--- src/rtl/ekm_pkg.sv ---
// ekm_pkg: shared types, codes and reset values for the keepalive echo monitor
// no dependencies; imported by ekm_step and echo_keepalive_monitor_unit
package ekm_pkg;

   localparam int TIME_W     = 48;
   localparam int INTV_W     = 16;
   localparam int HINT_W     = 16;
   localparam int SEQ_W      = 16;
   localparam int MISS_W     = 8;
   localparam int PHASE_W    = 2;
   localparam int STATUS_W   = 2;
   localparam int OUTCOME_W  = 2;
   localparam int CSR_IDX_W  = 3;
   localparam int CSR_DATA_W = 16;

   localparam logic [PHASE_W-1:0] PH_IDLE    = 2'd0;
   localparam logic [PHASE_W-1:0] PH_BLOCKED = 2'd1;
   localparam logic [PHASE_W-1:0] PH_AWAIT   = 2'd2;
   localparam logic [PHASE_W-1:0] PH_PAUSE   = 2'd3;

   localparam logic [STATUS_W-1:0] ST_OK   = 2'd0;
   localparam logic [STATUS_W-1:0] ST_FAIL = 2'd1;
   localparam logic [STATUS_W-1:0] ST_MISS = 2'd2;

   localparam logic [OUTCOME_W-1:0] SEND_OK    = 2'd0;
   localparam logic [OUTCOME_W-1:0] SEND_BLOCK = 2'd1;
   localparam logic [OUTCOME_W-1:0] RECV_REPLY = 2'd0;
   localparam logic [OUTCOME_W-1:0] RECV_NONE  = 2'd1;

   localparam logic [CSR_IDX_W-1:0] CSR_RETRY      = 3'd0;
   localparam logic [CSR_IDX_W-1:0] CSR_CYCLE      = 3'd1;
   localparam logic [CSR_IDX_W-1:0] CSR_BLOCKED    = 3'd2;
   localparam logic [CSR_IDX_W-1:0] CSR_REPLY      = 3'd3;
   localparam logic [CSR_IDX_W-1:0] CSR_MISS_LIMIT = 3'd4;

   typedef struct packed {
      logic [TIME_W-1:0]    now_ms;
      logic [OUTCOME_W-1:0] send_outcome;
      logic [OUTCOME_W-1:0] recv_outcome;
      logic [HINT_W-1:0]    wait_hint_in;
   } req_type;

   typedef struct packed {
      logic [STATUS_W-1:0] status;
      logic                request_sent;
      logic [SEQ_W-1:0]    sent_sequence;
      logic                reply_seen;
      logic [HINT_W-1:0]   wait_hint_out;
   } rsp_type;

   typedef struct packed {
      logic [INTV_W-1:0] retry_interval_ms;
      logic [INTV_W-1:0] cycle_interval_ms;
      logic [INTV_W-1:0] blocked_limit_ms;
      logic [INTV_W-1:0] reply_limit_ms;
      logic [MISS_W-1:0] miss_limit;
   } cfg_type;

   typedef struct packed {
      logic [PHASE_W-1:0] phase;
      logic [TIME_W-1:0]  last_event_time;
      logic [TIME_W-1:0]  next_event_time;
      logic [MISS_W-1:0]  miss_count;
      logic [SEQ_W-1:0]   sequence_counter;
   } state_type;

   localparam cfg_type CFG_RST = '{
      retry_interval_ms: 16'd1000,
      cycle_interval_ms: 16'd15000,
      blocked_limit_ms:  16'd5000,
      reply_limit_ms:    16'd5000,
      miss_limit:        8'd3
   };

   localparam state_type STATE_RST = '{
      phase:            PH_IDLE,
      last_event_time:  '0,
      next_event_time:  '0,
      miss_count:       '0,
      sequence_counter: '0
   };

endpackage

--- src/rtl/echo_keepalive_monitor_unit.sv ---
// echo_keepalive_monitor_unit: top level, request and response registers, csr bank
// depends on ekm_pkg and ekm_step
//
// Each request on req_data is one poll: current ms time, the send and receive
// outcomes, and the caller's wait bound. Each request yields exactly one
// response on rsp_data: status, request sent and its sequence number, reply
// seen, and the updated wait bound.
// A request is taken at a clock edge with req_valid high and req_stall low;
// a response is taken with rsp_valid high and rsp_stall low.
// A request moves from the request register into the response register, which
// drives rsp_valid. Throughput is one request per cycle unless a stalled response
// holds the flow: the whole poll step, three 48-bit compares and a few 48-bit
// adds, sits between the two registers, and the monitor state updates with it.
// While the receiver stalls, the held response stays put and one more request
// is held in the request register; req_stall rises only when both are full.
// Registers are written through csr_wr_en, csr_index and csr_wdata; the user
// writes only while no request is in flight (the block does not enforce this);
// indexes past the last register are ignored. Synchronous reset restores the
// register defaults, sets the phase to idle, clears both event times, the miss
// count and the sequence counter, and empties both pipeline registers.
module echo_keepalive_monitor_unit import ekm_pkg::*; (
   input  logic                  clock,
   input  logic                  reset,
   input  logic                  req_valid,
   output logic                  req_stall,
   input  req_type               req_data,
   output logic                  rsp_valid,
   input  logic                  rsp_stall,
   output rsp_type               rsp_data,
   input  logic                  csr_wr_en,
   input  logic [CSR_IDX_W-1:0]  csr_index,
   input  logic [CSR_DATA_W-1:0] csr_wdata
);

   cfg_type   cfg_ff, cfg_in;
   state_type state_ff, state_in, state_step;
   logic      req_valid_ff, req_valid_in;
   req_type   req_data_ff, req_data_in;
   logic      rsp_valid_ff, rsp_valid_in;
   rsp_type   rsp_data_ff, rsp_data_in, rsp_step;
   logic      advance, req_take;

   ekm_step u_step (
      .cfg        (cfg_ff),
      .state      (state_ff),
      .item       (req_data_ff),
      .state_next (state_step),
      .result     (rsp_step)
   );

   assign advance   = req_valid_ff && (!rsp_valid_ff || !rsp_stall);
   assign req_stall = req_valid_ff && !advance;
   assign req_take  = req_valid && !req_stall;

   assign req_valid_in = req_take || (req_valid_ff && !advance);
   assign req_data_in  = req_take ? req_data : req_data_ff;
   assign rsp_valid_in = advance || (rsp_valid_ff && rsp_stall);
   assign rsp_data_in  = advance ? rsp_step : rsp_data_ff;
   assign state_in     = advance ? state_step : state_ff;

   assign rsp_valid = rsp_valid_ff;
   assign rsp_data  = rsp_data_ff;

   always_comb begin
      cfg_in = cfg_ff;
      if (csr_wr_en) begin
         unique case (csr_index)
            CSR_RETRY:      cfg_in.retry_interval_ms = csr_wdata[INTV_W-1:0];
            CSR_CYCLE:      cfg_in.cycle_interval_ms = csr_wdata[INTV_W-1:0];
            CSR_BLOCKED:    cfg_in.blocked_limit_ms  = csr_wdata[INTV_W-1:0];
            CSR_REPLY:      cfg_in.reply_limit_ms    = csr_wdata[INTV_W-1:0];
            CSR_MISS_LIMIT: cfg_in.miss_limit        = csr_wdata[MISS_W-1:0];
            default:        cfg_in = cfg_ff;
         endcase
      end
   end

   always_ff @(posedge clock) begin
      if (reset) begin
         cfg_ff       <= CFG_RST;
         state_ff     <= STATE_RST;
         req_valid_ff <= 1'b0;
         rsp_valid_ff <= 1'b0;
      end else begin
         cfg_ff       <= cfg_in;
         state_ff     <= state_in;
         req_valid_ff <= req_valid_in;
         rsp_valid_ff <= rsp_valid_in;
      end
   end

   always_ff @(posedge clock) begin
      req_data_ff <= req_data_in;
      rsp_data_ff <= rsp_data_in;
   end

   a_seq_zero_when_idle: assert property (@(posedge clock) disable iff (reset)
      rsp_valid_ff |-> (rsp_data_ff.request_sent || rsp_data_ff.sent_sequence == '0))
      else $error("sequence reported without a request sent");

   a_seq_advance: assert property (@(posedge clock) disable iff (reset)
      (advance && rsp_step.request_sent) |=>
      state_ff.sequence_counter == SEQ_W'($past(state_ff.sequence_counter) + 1'b1))
      else $error("sequence counter did not advance after a send");

   a_miss_timeout_clears: assert property (@(posedge clock) disable iff (reset)
      (advance && rsp_step.status == ST_MISS) |=>
      (state_ff.phase == PH_IDLE && state_ff.miss_count == '0 &&
       state_ff.last_event_time == '0 && state_ff.next_event_time == '0))
      else $error("miss timeout did not clear the monitor state");

   // a zero reply limit can count a fresh miss after the reply in the same poll
   a_reply_clears_miss: assert property (@(posedge clock) disable iff (reset)
      (advance && rsp_step.reply_seen && cfg_ff.reply_limit_ms != '0) |=>
      state_ff.miss_count == '0)
      else $error("miss count kept after a reply");

   a_state_holds: assert property (@(posedge clock) disable iff (reset)
      !advance |=> $stable(state_ff))
      else $error("monitor state changed without a request");

endmodule

--- src/rtl/ekm_step.sv ---
// ekm_step: next state and result of one poll, all deadline compares in parallel
// depends on ekm_pkg
module ekm_step import ekm_pkg::*; (
   input  cfg_type   cfg,
   input  state_type state,
   input  req_type   item,
   output state_type state_next,
   output rsp_type   result
);

   function automatic logic [MISS_W-1:0] miss_inc(input logic [MISS_W-1:0] m);
      return (m == '1) ? m : MISS_W'(m + 1'b1);
   endfunction

   function automatic logic [TIME_W:0] widen(input logic [INTV_W-1:0] v);
      return {{(TIME_W+1-INTV_W){1'b0}}, v};
   endfunction

   logic [TIME_W:0]   blk_sum, rep_sum, retry_sum, cyc_sum;
   logic              blk_exp, rep_exp, pend, pause_hold;
   logic [TIME_W-1:0] gap, now_room, retry_next, cyc_next;
   logic [HINT_W-1:0] pend_hint, retry_hint, cyc_gap, cyc_hint;
   logic              do_send, keep_last;

   assign blk_sum   = {1'b0, state.last_event_time} + widen(cfg.blocked_limit_ms);
   assign rep_sum   = {1'b0, state.last_event_time} + widen(cfg.reply_limit_ms);
   assign blk_exp   = {1'b0, item.now_ms} >= blk_sum;
   assign rep_exp   = {1'b0, item.now_ms} >= rep_sum;

   assign pend      = (state.next_event_time != '0) && (item.now_ms < state.next_event_time);
   assign gap       = state.next_event_time - item.now_ms;
   assign pend_hint = (gap[TIME_W-1:HINT_W] != '0) ? '1 : gap[HINT_W-1:0];

   assign retry_sum  = {1'b0, item.now_ms} + widen(cfg.retry_interval_ms);
   assign retry_next = retry_sum[TIME_W] ? '1 : retry_sum[TIME_W-1:0];
   assign retry_hint = (item.wait_hint_in > cfg.retry_interval_ms) ?
                       cfg.retry_interval_ms : item.wait_hint_in;

   // saturated deadline stays ahead of now unless the interval is zero or time is at max
   assign cyc_sum    = {1'b0, item.now_ms} + widen(cfg.cycle_interval_ms);
   assign cyc_next   = cyc_sum[TIME_W] ? '1 : cyc_sum[TIME_W-1:0];
   assign now_room   = ~item.now_ms;
   assign cyc_gap    = ((now_room[TIME_W-1:HINT_W] != '0) ||
                        (now_room[HINT_W-1:0] > cfg.cycle_interval_ms)) ?
                       cfg.cycle_interval_ms : now_room[HINT_W-1:0];
   assign pause_hold = (cfg.cycle_interval_ms != '0) && (item.now_ms != '1);
   assign cyc_hint   = (item.wait_hint_in > cyc_gap) ? cyc_gap : item.wait_hint_in;

   always_comb begin
      state_next           = state;
      result.status        = ST_OK;
      result.request_sent  = 1'b0;
      result.sent_sequence = '0;
      result.reply_seen    = 1'b0;
      result.wait_hint_out = item.wait_hint_in;
      do_send              = 1'b0;
      keep_last            = 1'b0;

      if (pend) begin
         result.wait_hint_out = pend_hint;
      end else begin
         unique case (state.phase)
            PH_IDLE: begin
               do_send = 1'b1;
            end
            PH_BLOCKED: begin
               if (blk_exp) begin
                  result.status = ST_FAIL;
               end else begin
                  do_send   = 1'b1;
                  keep_last = 1'b1;
               end
            end
            PH_AWAIT: begin
               if (rep_exp) begin
                  if (state.miss_count > cfg.miss_limit) begin
                     result.status = ST_MISS;
                     state_next.phase = PH_IDLE;
                     state_next.miss_count = '0;
                     state_next.last_event_time = '0;
                     state_next.next_event_time = '0;
                  end else begin
                     state_next.miss_count = miss_inc(state.miss_count);
                     state_next.phase = PH_IDLE;
                     state_next.last_event_time = item.now_ms;
                     state_next.next_event_time = item.now_ms;
                     do_send = 1'b1;
                  end
               end else begin
                  case (item.recv_outcome)
                     RECV_REPLY: begin
                        result.reply_seen = 1'b1;
                        state_next.miss_count = '0;
                        state_next.last_event_time = item.now_ms;
                        if (pause_hold) begin
                           state_next.phase = PH_PAUSE;
                           state_next.next_event_time = cyc_next;
                           result.wait_hint_out = cyc_hint;
                        end else begin
                           state_next.phase = PH_IDLE;
                           state_next.next_event_time = item.now_ms;
                           do_send = 1'b1;
                        end
                     end
                     RECV_NONE: begin
                        state_next.next_event_time = retry_next;
                        result.wait_hint_out = retry_hint;
                     end
                     default: begin
                        result.status = ST_FAIL;
                     end
                  endcase
               end
            end
            PH_PAUSE: begin
               state_next.phase = PH_IDLE;
               state_next.last_event_time = item.now_ms;
               state_next.next_event_time = item.now_ms;
               do_send = 1'b1;
            end
         endcase
      end

      if (do_send) begin
         case (item.send_outcome)
            SEND_OK: begin
               result.request_sent = 1'b1;
               result.sent_sequence = state.sequence_counter;
               state_next.sequence_counter = SEQ_W'(state.sequence_counter + 1'b1);
               state_next.last_event_time = item.now_ms;
               state_next.next_event_time = item.now_ms;
               // reply wait right after the send
               if (cfg.reply_limit_ms == '0) begin
                  if (state_next.miss_count > cfg.miss_limit) begin
                     result.status = ST_MISS;
                     state_next.phase = PH_IDLE;
                     state_next.miss_count = '0;
                     state_next.last_event_time = '0;
                     state_next.next_event_time = '0;
                  end else begin
                     state_next.miss_count = miss_inc(state_next.miss_count);
                     state_next.phase = PH_IDLE;
                     result.wait_hint_out = '0;
                  end
               end else begin
                  case (item.recv_outcome)
                     RECV_REPLY: begin
                        result.reply_seen = 1'b1;
                        state_next.miss_count = '0;
                        if (pause_hold) begin
                           state_next.phase = PH_PAUSE;
                           state_next.next_event_time = cyc_next;
                           result.wait_hint_out = cyc_hint;
                        end else begin
                           state_next.phase = PH_IDLE;
                           result.wait_hint_out = '0;
                        end
                     end
                     RECV_NONE: begin
                        state_next.phase = PH_AWAIT;
                        state_next.next_event_time = retry_next;
                        result.wait_hint_out = retry_hint;
                     end
                     default: begin
                        state_next.phase = PH_AWAIT;
                        result.status = ST_FAIL;
                     end
                  endcase
               end
            end
            SEND_BLOCK: begin
               state_next.phase = PH_BLOCKED;
               if (!keep_last) begin
                  state_next.last_event_time = item.now_ms;
               end
               state_next.next_event_time = retry_next;
               result.wait_hint_out = retry_hint;
            end
            default: begin
               result.status = ST_FAIL;
            end
         endcase
      end
   end

endmodule
--- config.mk ---
export PLATFORM = sky130hd
export DESIGN_NAME = echo_keepalive_monitor_unit
export DESIGN_NICKNAME = d
export VERILOG_FILES = /design/src/rtl/ekm_pkg.sv /design/src/rtl/echo_keepalive_monitor_unit.sv /design/src/rtl/ekm_step.sv
export SDC_FILE = /design/constraint.sdc
export NUM_CORES = 2
export LEC_CHECK = 0
export BUFFER_PORTS_ARGS = -buffer_cell sky130_fd_sc_hd__buf_2
export CAP_MARGIN = 20
export CORE_MARGIN = 4
export CORE_UTILIZATION = 25
export DETAILED_ROUTE_END_ITERATION = 16
export SYNTH_ARGS = -nofsm -noshare
export SYNTH_HDL_FRONTEND = slang
export SYNTH_HIERARCHICAL = 1
export SYNTH_SLANG_ARGS = --single-unit
--- constraint.sdc ---
create_clock -name clock -period 9.4 [get_ports clock]
set_input_delay 0.47 -clock clock [delete_from_list [all_inputs] [get_ports clock]]
set_output_delay 0.47 -clock clock [all_outputs]
set_load 0.03 [all_outputs]
# ---- Yosys cells after proc, flatten, opt, wreduce, memory -nomap -nowiden
# Cells that the tools add are included.
dict set report totals {
  reg_bits 300
  input_bits 92
}
dict set report classes {
  addsub 8
  order_cmp 8
  n_eq_ne 12
  muxes 65
  bitwise_logic 1
  reduce_logical 32
}
# operator n
set ops {}
lappend ops {{$pmux W98 S2} 2}
lappend ops {{$mux W48} 5}
lappend ops {{$mux W106} 2}
lappend ops {{$add A48 B16 Y49} 4}
lappend ops {{$pmux W48 S2} 2}
lappend ops {{$mux W16} 9}
lappend ops {{$mux W122} 1}
lappend ops {{$mux W104} 1}
lappend ops {{$ge A48 B49 Y1} 2}
lappend ops {{$mux W96} 1}
lappend ops {{$pmux W16 S2} 3}
lappend ops {{$reduce_bool A32 Y1} 2}
lappend ops {{$mux W56} 1}
lappend ops {{$mux W50} 1}
lappend ops {{$gt A16 B16 Y1} 3}
lappend ops {{$lt A48 B48 Y1} 1}
lappend ops {{$mux W8} 6}
lappend ops {{$ne A48 B48 Y1 const B} 1}
lappend ops {{$not A48 Y48} 1}
lappend ops {{$reduce_bool A48 Y1} 1}
lappend ops {{$sub A48 B48 Y48} 1}
lappend ops {{$mux W36} 1}
lappend ops {{$mux W17} 2}
lappend ops {{$mux W24} 1}
lappend ops {{other kinds (24)} 72}

# ---- Longest topological paths before layout
dict set report logic_depth {
  ltp_word 15
  depth_mapped 41
  mapped_depth_nobuf 39
}

# ---- Cells and area by module
# Netlist, hierarchy kept.
# mod n_inst cells_each area_each_um2 seq_area_each_um2
set by_module_without_submodules {}
lappend by_module_without_submodules {ekm_step 1 2989 19292.3 0.0}
lappend by_module_without_submodules {echo_keepalive_monitor_unit 1 916 11453.5 7046.8}

# ---- Worst setup path before layout
# OpenSTA, ideal clock, no wires.
dict set report synth_path {
  kind {register to register}
  from {reg state_ff[73] in the netlist's numbering}
  to {reg state_ff[45] in the netlist's numbering}
  setup_ps 72
  t_arrival_ps 7501
  required_ps 9328
  path_slack_ps 1828
  stages_incl_launch_ff 38
  path_buffers 3
  synth_period_minus_slack_ps 7572
  cell_sequence {dfxtp_1 ha_1 a21o_1 a21oi_1 o21bai_1 a21oi_1 o21bai_1 a21oi_1 or3_1 a31oi_1 a31o_2 a221o_1 clkbuf_1 nand2_1 xor2_1 ha_1 nand4_1 nor2_1 (+2 left out) o21ai_0 a221oi_2 nor2_1 a221oi_1 inv_1 ha_1 o21a_1 o21a_1 o21a_1 o21bai_1 a22oi_1 a21oi_1 clkbuf_1 clkbuf_1 o221ai_1 a32oi_1 nand2b_1 mux2i_1}
}
# item line
set synth_rtl {}
lappend synth_rtl {{start, declared} echo_keepalive_monitor_unit.sv:36} ;# state_type state_ff, state_in, state_step;
lappend synth_rtl {{start signal, assigned} echo_keepalive_monitor_unit.sv:86} ;# state_ff <= state_in;

==> impl_metrics.csv <==
group,metric,value,unit
floorplanning,row_count,128,
floorplanning,core_area,122000,µm²
floorplanning,start_util,25.19,%
yosys,synthFlopType,"dfxtp_1",
critical_path,crit_path_top_delay_cell,"a221oi_4",
sta,worst_slew_pin_slew,1215,ps
yosys,syn-cell-area,30750,µm²
floorplanning,ios,130,
detailed_routing,drt-total-wl,123.1,mm
clock_tree,cts_max_level,2,
detailed_routing,ant_nets,0,
floorplanning,die_y,358.7,µm
grt,grtUsageTotal,18.32,%
grt,met3_usage,2.790,%
detailed_routing,vias,31420,
clock_tree,cts_tree,"done",
cells_and_area,final_nets,4283,
sta,fmax,114.4,MHz
yosys,muxShareOfSynthArea,6.926,%
cells_and_area,diodes,0,
placed_design,dpl.cell_count,5488,
grt,first_global_vias,29720,
critical_path,critPathLaunchType,"flip-flop",
floorplanning,dieArea,128700,µm²
yosys,ys_ff_latch,300,
critical_path,crit_type,"reg2reg",
clock_tree,insertion_delay,590,ps
grt,grt_max_degree,123,
sta,skew,31.72,ps
critical_path,crit_path_max_incr_delay,580,ps
hold_path,worstHoldPathCells,1,
sta,whs,63.64,ps
yosys,synth_edf_count,104,
sta,rsz0062_at_grt,"no",
cells_and_area,fin_area,34460,µm²
placed_design,place.gp.congestion,0.9656,
clock_tree,hold_buffers,0,
yosys,ys_warn_count,6,
yosys,synthDistinctLibCells,92,
cells_and_area,drive_gt1_share,8.922,%
sta,slew_headroom,19.01,%
critical_path,reg2reg_depth,39,
critical_path,cp_data_required_time,9820,ps
critical_path,cp.arrival,9170,ps
yosys,synth_xor_area_share,4.928,%
detailed_routing,viasPerCell,5.651,
yosys,synthCells,3905,
detailed_routing,drtIter0Drc,3211,
critical_path,r2r_slack,660,ps
yosys,synth-seq-area-share,22.92,%
critical_path,crit_path_end_kind,"flip-flop",
clock_tree,clock_path_buffers,3,
yosys,synth-compound-area-share,24.13,%
yosys,synth_top_family_by_area,"compound AO/OA/AOI/OAI gates",
placed_design,dpl_cell_area,33120,µm²
placed_design,hpwl,91.89,mm
grt,grt.busiest_layer,"met2",
placed_design,pre_cts_ws,445.3,ps
sta,slew_viol_final,0,
yosys,yosys.area_share.adder,11.72,%
clock_tree,cts_root_buffer,"clkbuf_16",
clock_tree,cts.clk_slew.worst_paths,70,ps
detailed_routing,drc_errors,0,
cells_and_area,syn_to_final_growth,12.08,%
sta,period_share,93.01,%
critical_path,cp_common_cell,"a21oi_1",
grt,overflow,0,
grt,grt_use_met1,23.89,%
power_and_ir_drop,vdd_drop_max,0.1151,mV
hold_path,hp-class,"in2reg",
sta,setup_viol,0,
critical_path,critPathMaxFanout,16,
sta,worst_slack,656.9,ps
grt,antenna_found_initial,2,
status,status,"finished clean",
sta,hold_viol,0,
sta,tns,0,ps
grt,use_met2,30.09,%
yosys,synthSimpleGateAreaFrac,23.99,%
cells_and_area,stdcell_count,5559,
flow_run,drv_cap,0,
yosys,syn_area_per_cell,7.873,µm²
clock_tree,cts-buffers-inserted,38,
power_and_ir_drop,leakage,13.14,nW
yosys,synth_nets,4282,
detailed_routing,dr.pass1.iters,8,
clock_tree,cts_sinks,300,
power_and_ir_drop,p_per_area,121.3,nW/µm²
yosys,async_flop_share,0,%
detailed_routing,wire_per_inst,22.14,µm
placed_design,portBuffers,129,
grt,grt_pass1_wl,184.2,mm
floorplanning,dieWidth,358.7,µm
sta,min_period,8743,ps
[flip-flops by register name, indices dropped and copies added (netlist names)]
| signal | flops |
|---|---|
| rsp_valid | 1 |
| rsp_data | 36 |
| state_ff | 122 |
| req_valid_ff | 1 |
| req_data_ff | 68 |
| cfg_ff | 72 |
[cell families after synthesis]
kind of cell | Yosys count
simple gates | 1414
buf+inv | 416
xor+xnor | 173
mux | 212
fa+ha+maj | 285
compound gates | 1105
flops | 300
[report_power, final]
| group | switching (mW) | internal [mW] |
|---|---|---|
| Clock | 0.650 | 0.878 |
| Sequential | 0.0959 | 1.40 |
| Combinational | 0.729 | 0.424 |
| Total | 1.47 | 2.71 |
[cell type report]
type	instances	area, µm²
clock inverter	16	180.2
clock buffer	52	1087
fill	13200	87580
multi-input combinational	3189	22180
timing repair buffer	216	1325
inverter	161	604.3
sequential	300	7047
tap	1625	2033
[metrics by stage]
step | utilization (%) | total power [mW]
after global placement | 27.13 | 2.631
after CTS | 28.17 | 4.189
final | 28.24 | 4.181
after floorplan | - | 2.269
after global routing | 28.24 | 4.364
after detailed placement | 27.14 | 2.645
[path summary, 6_finish.rpt]
| check | start | end |
|---|---|---|
| max reg2reg | state_ff[73] | state_ff[40] |
| max | state_ff[73] | state_ff[40] |
| min | req_data[10] | req_data_ff[10] |
| min reg2reg | cfg_ff[28] | cfg_ff[28] |
[synthesized netlist by cell type, drive strengths merged (40+ instances only)]
cell    number  share of area, %
nand2b     339               6.9
nor4        54               1.1
edfxtp     104                10
a22o        55               1.6
nand2      272               3.3
a221oi      47               1.4
clkbuf     200               2.4
ha         280                11
dfxtp      196                13
xor2        72               2.1
nor3        86               1.4
o21ai      193               3.1
nand3       92               1.5
inv        160               2.0
and3        60               1.2
a21oi      311               5.1
a21o        54               1.3
xnor2      101               2.9
mux2i      206               6.7
nor2       297               3.6
buf         55              0.98
o21a        47               1.1
nand4       91               1.9
o211ai      40              0.98
[layer usage]
metal  vias to the layer above  wire length, µm  part of all wire, %
met4                         0             5696                  4.6
met2                      1636            55800                   45
met3                       329            10490                  8.5
met1                     15010            51100                   42
met5                         -                0                    0
li1                      14440                -                    -
[layout by cell type (no fill, tap or decap), types with 17 or more instances in the layout]
cell type,synthesis,final
a211oi_1,37,37
a21o_1,54,54
a21oi_1,311,308
a221oi_1,46,45
a22o_1,55,55
a22oi_1,20,20
a2bb2oi_1,21,21
a31oi_1,29,29
and3_1,60,60
buf_2,36,128
buf_4,5,85
clkbuf_16,0,41
dfxtp_1,196,196
edfxtp_1,104,104
ha_1,280,280
inv_1,160,160
mux2i_1,206,206
nand2_1,272,272
nand2b_1,339,338
nand3_1,91,91
nand4_1,91,91
nor2_1,296,293
nor2b_1,25,25
nor3_1,85,85
nor4_1,54,50
o211ai_1,40,40
o21a_1,47,47
o21ai_0,182,177
o21bai_1,24,24
o221a_2,17,17
o221ai_1,34,34
o22ai_1,38,38
xnor2_1,101,101
xor2_1,72,71
[repair_timing]
action	4_1_cts	5_1_grt
resized for setup	0	9
endpoints found under the setup margin	0	107
setup buffers	0	2
[critical path, delay by kind of cell (launching register included)]
kind | cells | cell delay, ps
buf+inv | 3 | 690
fa+ha+maj | 3 | 870
simple gates | 7 | 910
compound gates | 24 | 5410
mux | 1 | 70
flops | 1 | 450
xor+xnor | 1 | 180
Power figures use the tool's default switching activity.
